[src/rtl/core/pll_rate_decoder_unit_macros.svh]
// ---------------------------------------------------------------------------
// PLL rate decoder assertion macros
// Clocked on clock, disabled during reset.
// ---------------------------------------------------------------------------
`ifndef PLL_RATE_DECODER_UNIT_MACROS_SVH
`define PLL_RATE_DECODER_UNIT_MACROS_SVH

// consequent holds in the same cycle
`define PRD_ASSERT_NOW(lbl, ante, cons, msg) \
   lbl: assert property (@(posedge clock) disable iff (reset) (ante) |-> (cons)) else $error(msg);

// consequent holds in the cycle after the antecedent
`define PRD_ASSERT_NEXT(lbl, ante, cons, msg) \
   lbl: assert property (@(posedge clock) disable iff (reset) (ante) |=> (cons)) else $error(msg);

`endif

[src/rtl/core/prd_pkg.sv]
// ---------------------------------------------------------------------------
// prd_pkg
// Types and constants shared by the PLL rate decoder pipeline.
// ---------------------------------------------------------------------------
package prd_pkg;

   localparam int PARENT_W   = 32;
   localparam int RATE_W     = 40;
   localparam int MULT_W     = 9;
   localparam int DIV_W      = 6;
   localparam int REM_W      = 5;
   localparam int CHUNK_W    = 8;
   localparam int DIV_STAGES = RATE_W / CHUNK_W;

   localparam logic [PARENT_W-1:0] PARENT_RESET  = 32'd24000000;
   localparam logic [RATE_W-1:0]   FIXED_RATE_HI = 40'd297000000;
   localparam logic [RATE_W-1:0]   FIXED_RATE_LO = 40'd270000000;

   typedef enum logic [2:0] {
      PLL_CPU    = 3'd0,
      PLL_AUDIO  = 3'd1,
      PLL_VIDEO  = 3'd2,
      PLL_VE     = 3'd3,
      PLL_DDR    = 3'd4,
      PLL_PERIPH = 3'd5
   } prd_func_type;

   typedef struct packed {
      logic [MULT_W-1:0] mult;
      logic [DIV_W-1:0]  divisor;
      logic              fixed;
      logic              fixed_hi;
   } prd_dec_type;

   typedef struct packed {
      logic [RATE_W-1:0] work;
      logic [REM_W-1:0]  rem;
      logic [DIV_W-1:0]  divisor;
   } prd_div_type;

endpackage

[src/rtl/core/pll_rate_decoder_unit.sv]
// ---------------------------------------------------------------------------
// pll_rate_decoder_unit
// PLL output frequency from control word and parent clock rate.
//
//   Port group   Dir   Handshake            Word
//   req_         in    req_valid/req_stall  req_func, req_ctrl_word
//   rsp_         out   rsp_valid/rsp_stall  rsp_rate_hz
//   csr_         in    csr_wr_en            csr_wr_data (parent rate, Hz)
//
// Stages: decode, multiply, five divide stages of 8 quotient bits.
// One word per cycle sustained while rsp_stall is low; every stage has its own valid bit.
// Bubbles collapse: a stalled result backs up only the full stages behind it.
// Synchronous reset clears valid bits; parent rate resets to 24 MHz.
// ---------------------------------------------------------------------------
`include "pll_rate_decoder_unit_macros.svh"

module pll_rate_decoder_unit (
   input  logic        clock,
   input  logic        reset,
   input  logic        req_valid,
   output logic        req_stall,
   input  logic [2:0]  req_func,
   input  logic [31:0] req_ctrl_word,
   output logic        rsp_valid,
   input  logic        rsp_stall,
   output logic [39:0] rsp_rate_hz,
   input  logic        csr_wr_en,
   input  logic [31:0] csr_wr_data
);

   localparam int NS = prd_pkg::DIV_STAGES;

   logic [31:0]          parent_rate_ff;
   logic [31:0]          parent_rate_in;
   logic                 dec_valid;
   logic                 dec_stall;
   prd_pkg::prd_dec_type dec_data;
   logic                 dv_valid [0:NS];
   logic                 dv_stall [0:NS];
   prd_pkg::prd_div_type dv_data  [0:NS];

   assign parent_rate_in = csr_wr_en ? csr_wr_data : parent_rate_ff;

   always_ff @(posedge clock) begin
      if (reset) begin
         parent_rate_ff <= prd_pkg::PARENT_RESET;
      end else begin
         parent_rate_ff <= parent_rate_in;
      end
   end

   prd_decode u_decode (
      .clock        (clock),
      .reset        (reset),
      .in_valid     (req_valid),
      .in_stall     (req_stall),
      .in_func      (req_func),
      .in_ctrl_word (req_ctrl_word),
      .out_valid    (dec_valid),
      .out_stall    (dec_stall),
      .out_data     (dec_data)
   );

   prd_scale u_scale (
      .clock       (clock),
      .reset       (reset),
      .parent_rate (parent_rate_ff),
      .in_valid    (dec_valid),
      .in_stall    (dec_stall),
      .in_data     (dec_data),
      .out_valid   (dv_valid[0]),
      .out_stall   (dv_stall[0]),
      .out_data    (dv_data[0])
   );

   for (genvar g = 0; g < NS; g++) begin : g_div
      prd_div_stage u_div (
         .clock     (clock),
         .reset     (reset),
         .in_valid  (dv_valid[g]),
         .in_stall  (dv_stall[g]),
         .in_data   (dv_data[g]),
         .out_valid (dv_valid[g+1]),
         .out_stall (dv_stall[g+1]),
         .out_data  (dv_data[g+1])
      );
   end

   assign dv_stall[NS] = rsp_stall;
   assign rsp_valid    = dv_valid[NS];
   assign rsp_rate_hz  = dv_data[NS].work;

   `PRD_ASSERT_NEXT(a_req_enters_decode, req_valid && !req_stall, dec_valid, "word lost")
   `PRD_ASSERT_NEXT(a_dec_enters_scale, dec_valid && !dec_stall, dv_valid[0], "word lost")
   `PRD_ASSERT_NOW(a_scale_rem_clear, dv_valid[0], dv_data[0].rem == '0, "rem not clear")
   `PRD_ASSERT_NOW(a_rem_below_div, rsp_valid, dv_data[NS].rem < dv_data[NS].divisor, "bad rem")

endmodule

[src/rtl/core/prd_decode.sv]
// ---------------------------------------------------------------------------
// prd_decode
// Control word field decode: multiplier, divisor and fixed-rate select.
// ---------------------------------------------------------------------------
module prd_decode (
   input  logic                 clock,
   input  logic                 reset,
   input  logic                 in_valid,
   output logic                 in_stall,
   input  logic [2:0]           in_func,
   input  logic [31:0]          in_ctrl_word,
   output logic                 out_valid,
   input  logic                 out_stall,
   output prd_pkg::prd_dec_type out_data
);

   // x * (k + 1) for k in 0..3, shift-add
   function automatic logic [8:0] times_k1(input logic [6:0] x, input logic [1:0] k);
      logic [8:0] xw;
      xw = {2'b00, x};
      case (k)
         2'd0:    times_k1 = xw;
         2'd1:    times_k1 = xw << 1;
         2'd2:    times_k1 = xw + (xw << 1);
         2'd3:    times_k1 = xw << 2;
         default: times_k1 = xw;
      endcase
   endfunction

   logic                 valid_ff;
   logic                 valid_in;
   prd_pkg::prd_dec_type data_ff;
   prd_pkg::prd_dec_type data_in;
   logic                 take;
   logic [5:0]           n_five;
   logic [2:0]           m_one;
   logic [2:0]           p_one;
   logic [8:0]           nk;
   logic [5:0]           mp;
   logic [7:0]           n_audio;
   logic [7:0]           n_video;

   assign take     = !valid_ff || !out_stall;
   assign in_stall = !take;
   assign valid_in = in_valid;

   always_comb begin
      n_five  = {1'b0, in_ctrl_word[12:8]} + 6'd1;
      m_one   = {1'b0, in_ctrl_word[1:0]} + 3'd1;
      p_one   = {1'b0, in_ctrl_word[17:16]} + 3'd1;
      nk      = times_k1({1'b0, n_five}, in_ctrl_word[5:4]);
      mp      = 6'(times_k1({4'b0000, m_one}, in_ctrl_word[17:16]));
      n_audio = in_ctrl_word[24] ? ({4'b0000, in_ctrl_word[11:8]} + 8'd1)
                                 : ({1'b0, in_ctrl_word[14:8]} + 8'd1);
      n_video = {1'b0, in_ctrl_word[14:8]} + 8'd1;

      data_in = '{mult: '0, divisor: 6'd1, fixed: 1'b0, fixed_hi: 1'b0};
      case (prd_pkg::prd_func_type'(in_func))
         prd_pkg::PLL_CPU: begin
            data_in.mult    = nk;
            data_in.divisor = mp;
         end
         prd_pkg::PLL_AUDIO: begin
            data_in.mult    = {n_audio, 1'b0};
            data_in.divisor = {1'b0, in_ctrl_word[4:0]} + 6'd1;
         end
         prd_pkg::PLL_VIDEO, prd_pkg::PLL_VE: begin
            if (in_ctrl_word[24]) begin
               data_in.mult    = {1'b0, n_video};
               data_in.divisor = {2'b00, in_ctrl_word[3:0]} + 6'd1;
            end else begin
               data_in.fixed    = 1'b1;
               data_in.fixed_hi = in_ctrl_word[25];
            end
         end
         prd_pkg::PLL_DDR: begin
            data_in.mult    = nk;
            data_in.divisor = {3'b000, m_one};
         end
         prd_pkg::PLL_PERIPH: begin
            data_in.mult    = nk;
            data_in.divisor = {3'b000, p_one};
         end
         default: begin
            data_in.mult    = '0;
            data_in.divisor = 6'd1;
         end
      endcase
   end

   always_ff @(posedge clock) begin
      if (reset) begin
         valid_ff <= 1'b0;
      end else if (take) begin
         valid_ff <= valid_in;
      end
      if (take && valid_in) begin
         data_ff <= data_in;
      end
   end

   assign out_valid = valid_ff;
   assign out_data  = data_ff;

endmodule

[src/rtl/core/prd_scale.sv]
// ---------------------------------------------------------------------------
// prd_scale
// Parent rate times multiplier, or the fixed video rate, as the dividend.
// ---------------------------------------------------------------------------
module prd_scale (
   input  logic                 clock,
   input  logic                 reset,
   input  logic [31:0]          parent_rate,
   input  logic                 in_valid,
   output logic                 in_stall,
   input  prd_pkg::prd_dec_type in_data,
   output logic                 out_valid,
   input  logic                 out_stall,
   output prd_pkg::prd_div_type out_data
);

   logic                 valid_ff;
   prd_pkg::prd_div_type data_ff;
   prd_pkg::prd_div_type data_in;
   logic                 take;
   logic [39:0]          prod;

   assign take     = !valid_ff || !out_stall;
   assign in_stall = !take;

   always_comb begin
      prod = parent_rate * in_data.mult;
      data_in.rem     = '0;
      data_in.divisor = in_data.divisor;
      if (in_data.fixed) begin
         data_in.work = in_data.fixed_hi ? prd_pkg::FIXED_RATE_HI : prd_pkg::FIXED_RATE_LO;
      end else begin
         data_in.work = prod;
      end
   end

   always_ff @(posedge clock) begin
      if (reset) begin
         valid_ff <= 1'b0;
      end else if (take) begin
         valid_ff <= in_valid;
      end
      if (take && in_valid) begin
         data_ff <= data_in;
      end
   end

   assign out_valid = valid_ff;
   assign out_data  = data_ff;

endmodule

[src/rtl/core/prd_div_stage.sv]
// ---------------------------------------------------------------------------
// prd_div_stage
// One restoring-division stage: eight quotient bits per pass.
// Work word shifts left; quotient bits fill in from the bottom.
// ---------------------------------------------------------------------------
module prd_div_stage (
   input  logic                 clock,
   input  logic                 reset,
   input  logic                 in_valid,
   output logic                 in_stall,
   input  prd_pkg::prd_div_type in_data,
   output logic                 out_valid,
   input  logic                 out_stall,
   output prd_pkg::prd_div_type out_data
);

   localparam int RW = prd_pkg::RATE_W;
   localparam int CW = prd_pkg::CHUNK_W;

   logic                          valid_ff;
   prd_pkg::prd_div_type          data_ff;
   prd_pkg::prd_div_type          data_in;
   logic                          take;
   logic [prd_pkg::REM_W-1:0]     r;
   logic [prd_pkg::DIV_W-1:0]     t;
   logic [CW-1:0]                 q;

   assign take     = !valid_ff || !out_stall;
   assign in_stall = !take;

   always_comb begin
      r = in_data.rem;
      q = '0;
      t = '0;
      for (int i = 0; i < CW; i++) begin
         t = {r, in_data.work[RW-1-i]};
         if (t >= in_data.divisor) begin
            r           = prd_pkg::REM_W'(t - in_data.divisor);
            q[CW-1-i]   = 1'b1;
         end else begin
            r = t[prd_pkg::REM_W-1:0];
         end
      end
      data_in.work    = {in_data.work[RW-CW-1:0], q};
      data_in.rem     = r;
      data_in.divisor = in_data.divisor;
   end

   always_ff @(posedge clock) begin
      if (reset) begin
         valid_ff <= 1'b0;
      end else if (take) begin
         valid_ff <= in_valid;
      end
      if (take && in_valid) begin
         data_ff <= data_in;
      end
   end

   assign out_valid = valid_ff;
   assign out_data  = data_ff;

endmodule

[config.mk]
export PLATFORM = sky130hd
export DESIGN_NAME = pll_rate_decoder_unit
export DESIGN_NICKNAME = d
export VERILOG_FILES = /design/src/rtl/core/prd_pkg.sv /design/src/rtl/core/pll_rate_decoder_unit.sv /design/src/rtl/core/prd_decode.sv /design/src/rtl/core/prd_scale.sv /design/src/rtl/core/prd_div_stage.sv
export VERILOG_INCLUDE_DIRS = /design/src /design/src/rtl/core
export SDC_FILE = /design/constraint.sdc
export NUM_CORES = 1
export LEC_CHECK = 0
export BUFFER_PORTS_ARGS = -buffer_cell sky130_fd_sc_hd__buf_4
export CAP_MARGIN = 10
export CORE_MARGIN = 1.5
export CORE_UTILIZATION = 55
export CTS_BUF_LIST = sky130_fd_sc_hd__clkbuf_4 sky130_fd_sc_hd__clkbuf_8
export CTS_CLUSTER_SIZE = 14
export DETAILED_ROUTE_END_ITERATION = 7
export PLACE_DENSITY = 0.76
export SYNTH_ARGS = -nofsm -noshare
export SYNTH_HDL_FRONTEND = slang
export SYNTH_SLANG_ARGS = --single-unit
[constraint.sdc]
create_clock -name clock -period 11.9 [get_ports clock]
set_input_delay 1.19 -clock clock [delete_from_list [all_inputs] [get_ports clock]]
set_output_delay 1.19 -clock clock [all_outputs]
set_load 0.01 [all_outputs]
==> run summary <==
The run finished with clean final reports. TritonCTS built the clock tree. The sequential area share after synthesis is 0.323. Post-detailed-placement cell area: 32800 um2.

In this run the cell area of the synthesized design comes to 30900 um2. In this design, the largest share of critical-path delay is due to compound AO/OA/AOI/OAI gates. Among all cell types in the netlist, the one instantiated most often is sky130_fd_sc_hd__inv_1. The logs give 0.0428 for the global routing usage on met3 and 35600 um2 for the post-route cell area. Final-report setup violation count: 0. STA classifies the critical path endpoint as a flop.

After detailed routing, the number of vias per cell comes to 5.64. The min-delay analysis places its worst path in the category reg -> reg. The tools report the starting utilization of the core area as 0.559.

The total number of vias is 22259. Setup total negative slack on the finished layout was measured at 0 ps. The number of design-rule violations left by the first detailed-router iteration is 1330. The weighted congestion at the end of routability-driven global placement is 0.929, and the average routed wire per standard cell is 17.4 um. The minimum clock period works out to 11640 ps. Global routing finished with a remaining overflow of 0.

For the pin count of the biggest net entering global routing, the log shows 52. For this design, the slowest cell found on the critical path is sky130_fd_sc_hd__fa_2. The biggest area contributor in the post-synthesis netlist is sky130_fd_sc_hd__edfxtp_1.

The count of maximum capacitance violations was 0. The vertical die dimension is 240 um. The fraction of final layout cells with drive strength greater than 1 is 0.220. For this run, the leading register cell type out of synthesis is sky130_fd_sc_hd__edfxtp_1. After clock tree synthesis, the clock-pin slew on the worst setup and hold paths is 70 ps.

Start of the worst register-to-register path: g_div[0].u_div.out_data[50]. The count of flip-flops with a built-in enable after synthesis was 307. Fraction of the cycle the final worst path needs: 0.978. The required time of the critical path is 12310 ps. In this run the core area contains 86 standard-cell rows. For this run, the number of Yosys warnings is 0.

The critical path class was reg -> reg. The number of hold-slack violations in the final timing report came out at 0. The number of distinct library cell variants in the gate-level netlist after synthesis was 82; the area added between synthesis and finish was 15.0%.

The most numerous cell type found on the critical path is sky130_fd_sc_hd__a21oi_2. The number of antenna violations at the first check in global routing was 1; the worst max-slew margin expressed relative to the limit was 0.203. Counting every net in the synthesized netlist gives 3591.

Synthesis handed over a netlist of 2959 instances. Buffers inserted to repair hold after CTS numbered 0. The transition time at the pin with the least slew margin came out at 1190 ps. The clock latency on the worst-skew pair is 660 ps, and the total wire length is 68.8 mm. In this run the most critical hold path is launched from g_div[2].u_div.out_data[39]. The total area inside the core boundary comes to 55300 um2. For the total routing usage reported by global routing, the log shows 0.235.

Area share of the largest cell type after synthesis: 0.298. For this run, design rule violations remaining after detail routing come to 0. STA puts the critical path data arrival time at 12050 ps. The run gives 0.643 as the share of the core filled with cells in the final layout. The total iterations of the first detailed-routing run was 5; the buffers plus inverters on the worst setup path was 10. Once detail routing completed, the nets flagged for antenna violations numbered 0. Based on the critical path, the design can be clocked at up to 0.0859 GHz. Sorting the synthesized cells by how often they occur yields sky130_fd_sc_hd__inv_1 (368), sky130_fd_sc_hd__ha_1 (312), sky130_fd_sc_hd__edfxtp_1 (307). For this run, the slowest stage of the critical path takes 390 ps. After the last flow step, the layout net total stands at 3781.

The root buffer cell was sky130_fd_sc_hd__clkbuf_8. After global routing, the most crowded layer is met2. The tools report the I/O pin count as 114. After synthesis, the mean cell area works out to 10.4 um2.

The tools report the worst setup path startpoint as g_div[0].u_div.out_data[50]. Number of buffers inserted by port buffering: 98. The tools report the maximum clock path buffer count as 3.

Counting the fill cells in the layout gives 4232. By area the synthesized netlist is led by sky130_fd_sc_hd__edfxtp_1 (30%), sky130_fd_sc_hd__fa_1 (16%), sky130_fd_sc_hd__ha_1 (13%). The synthesized design contains 346 register bits.

Between clock sinks in the finished design, the worst skew comes to 23.2 ps. The area enclosed by the die boundary was 57600 um2. The number of clock buffers inserted by TritonCTS came out at 56. The first-pass GRT wire length was 110 mm; the number of clock sinks seen by CTS was 346. The horizontal die dimension is 240 um.

In this run the number of H-tree levels came out at 2. The tools report the via count of the first global-routing pass as 23152. The met1 layer usage reported by global route was 0.290; the detailed placer's ending HPWL was 49.5 mm. The met2 capacity usage during global routing is 0.414, and the async set or reset register ratio after synthesis is 0. STA classifies the critical path startpoint as a flop. The run gives 0 as the final number of max-transition violations. Along the worst path, the maximum fanout reaches 6.
## cells in the final DEF (no fill, tap or decap), types with 14 or more instances in the layout
cell                       instances
sky130_fd_sc_hd__buf_4           259
sky130_fd_sc_hd__nand2b_1         23
sky130_fd_sc_hd__or2_2            16
sky130_fd_sc_hd__edfxtp_1        307
sky130_fd_sc_hd__dfxtp_1          39
sky130_fd_sc_hd__a21o_1           96
sky130_fd_sc_hd__ha_4             26
sky130_fd_sc_hd__inv_2            14
sky130_fd_sc_hd__mux2_2           88
sky130_fd_sc_hd__mux2_4           20
sky130_fd_sc_hd__ha_1            284
sky130_fd_sc_hd__fa_1            227
sky130_fd_sc_hd__o21ai_2          14
sky130_fd_sc_hd__clkinv_1         17
sky130_fd_sc_hd__a21oi_2          28
sky130_fd_sc_hd__and2_1          113
sky130_fd_sc_hd__xnor2_1         119
sky130_fd_sc_hd__and3_1           20
sky130_fd_sc_hd__nand2_1         260
sky130_fd_sc_hd__xor2_1           35
sky130_fd_sc_hd__fa_2             21
sky130_fd_sc_hd__nand3_1          27
sky130_fd_sc_hd__clkbuf_8         56
sky130_fd_sc_hd__nand4_1          15
sky130_fd_sc_hd__nor2_1          104
sky130_fd_sc_hd__a211o_1          14
sky130_fd_sc_hd__a31oi_1          21
sky130_fd_sc_hd__mux2i_1          36
sky130_fd_sc_hd__o21ai_1          20
sky130_fd_sc_hd__o21ai_0          54
sky130_fd_sc_hd__a21oi_1         142
sky130_fd_sc_hd__nor2b_1          47
sky130_fd_sc_hd__inv_1           353
sky130_fd_sc_hd__nor3_1           29
## sequential cells by signal, indices dropped and copies added (netlist names)
name and count:
u_decode.out_valid 1, u_scale.out_data 46, parent_rate_ff 32, u_scale.out_valid 1
g_div.u_div.out_valid 5, g_div.u_div.out_data 244, u_decode.out_data 17
## cell type report
| cell class | count | area, um2 | area share |
|---|---|---|---|
| flip-flops and latches | 346 | 10000 | 0.281 |
| well taps | 748 | 936 | 0.0263 |
| multi-input cells | 2104 | 20000 | 0.563 |
| clock buffers | 68 | 861 | 0.0242 |
| clock inverters | 37 | 293 | 0.00824 |
| diodes | 1 | 2.50 | 0.0000704 |
| inverters | 371 | 1400 | 0.0394 |
| repair buffers | 270 | 2060 | 0.0579 |
## timing repair
| item | in CTS | in global routing |
|---|---|---|
| hold endpoints to repair | 0 | 0 |
| resized for setup | 41 | 212 |
| buffers inserted | 21 | 49 |
| pin swaps | 18 | 83 |
| setup endpoints to repair | 19 | 25 |
| gates cloned | 0 | 1 |
## logic make-up (layout without fill, tap and decap cells)
family                   count (synthesis)  after routing  share of synthesized area
AO/OA/AOI/OAI                          517            517                      0.110
other                                    0              1                          0
XOR/XNOR                               154            154                     0.0436
multiplexers                           161            161                     0.0567
flip-flops                             346            346                      0.323
buffers and inverters                  509            746                     0.0668
adder cells (fa/ha/maj)                560            560                      0.287
AND/OR/NAND/NOR                        712            712                      0.112
## through the flow
step,hold WS (ps),worst slack (ps),cells
5_1_grt,414,-267,3945
4_1_cts,405,13.9,3895
3_3_place_gp,401,-116,3769
6_report,403,256,3945
3_5_place_dp,405,-494,3769
2_1_floorplan,400,8.45,2959
## worst paths after layout
| kind | to | slack [ps] | cells past startpoint |
|---|---|---|---|
| setup / recovery | g_div[1].u_div.out_data[7] | 260 | 57 |
| hold reg to reg | g_div[3].u_div.out_data[47] | 400 | 0 |
| setup reg to reg | g_div[1].u_div.out_data[7] | 260 | 57 |
| hold / removal | g_div[3].u_div.out_data[47] | 400 | 0 |
## per-layer routing
layer  up-vias  part of all wire
met2       674              0.50
li1      10476                 -
met3       162             0.054
met5         -                 0
met1     10947              0.41
met4         0             0.029
Power is left out: the tool's default activity adds up to more than one toggle a clock period on the data nets, which glitch-free logic cannot reach.
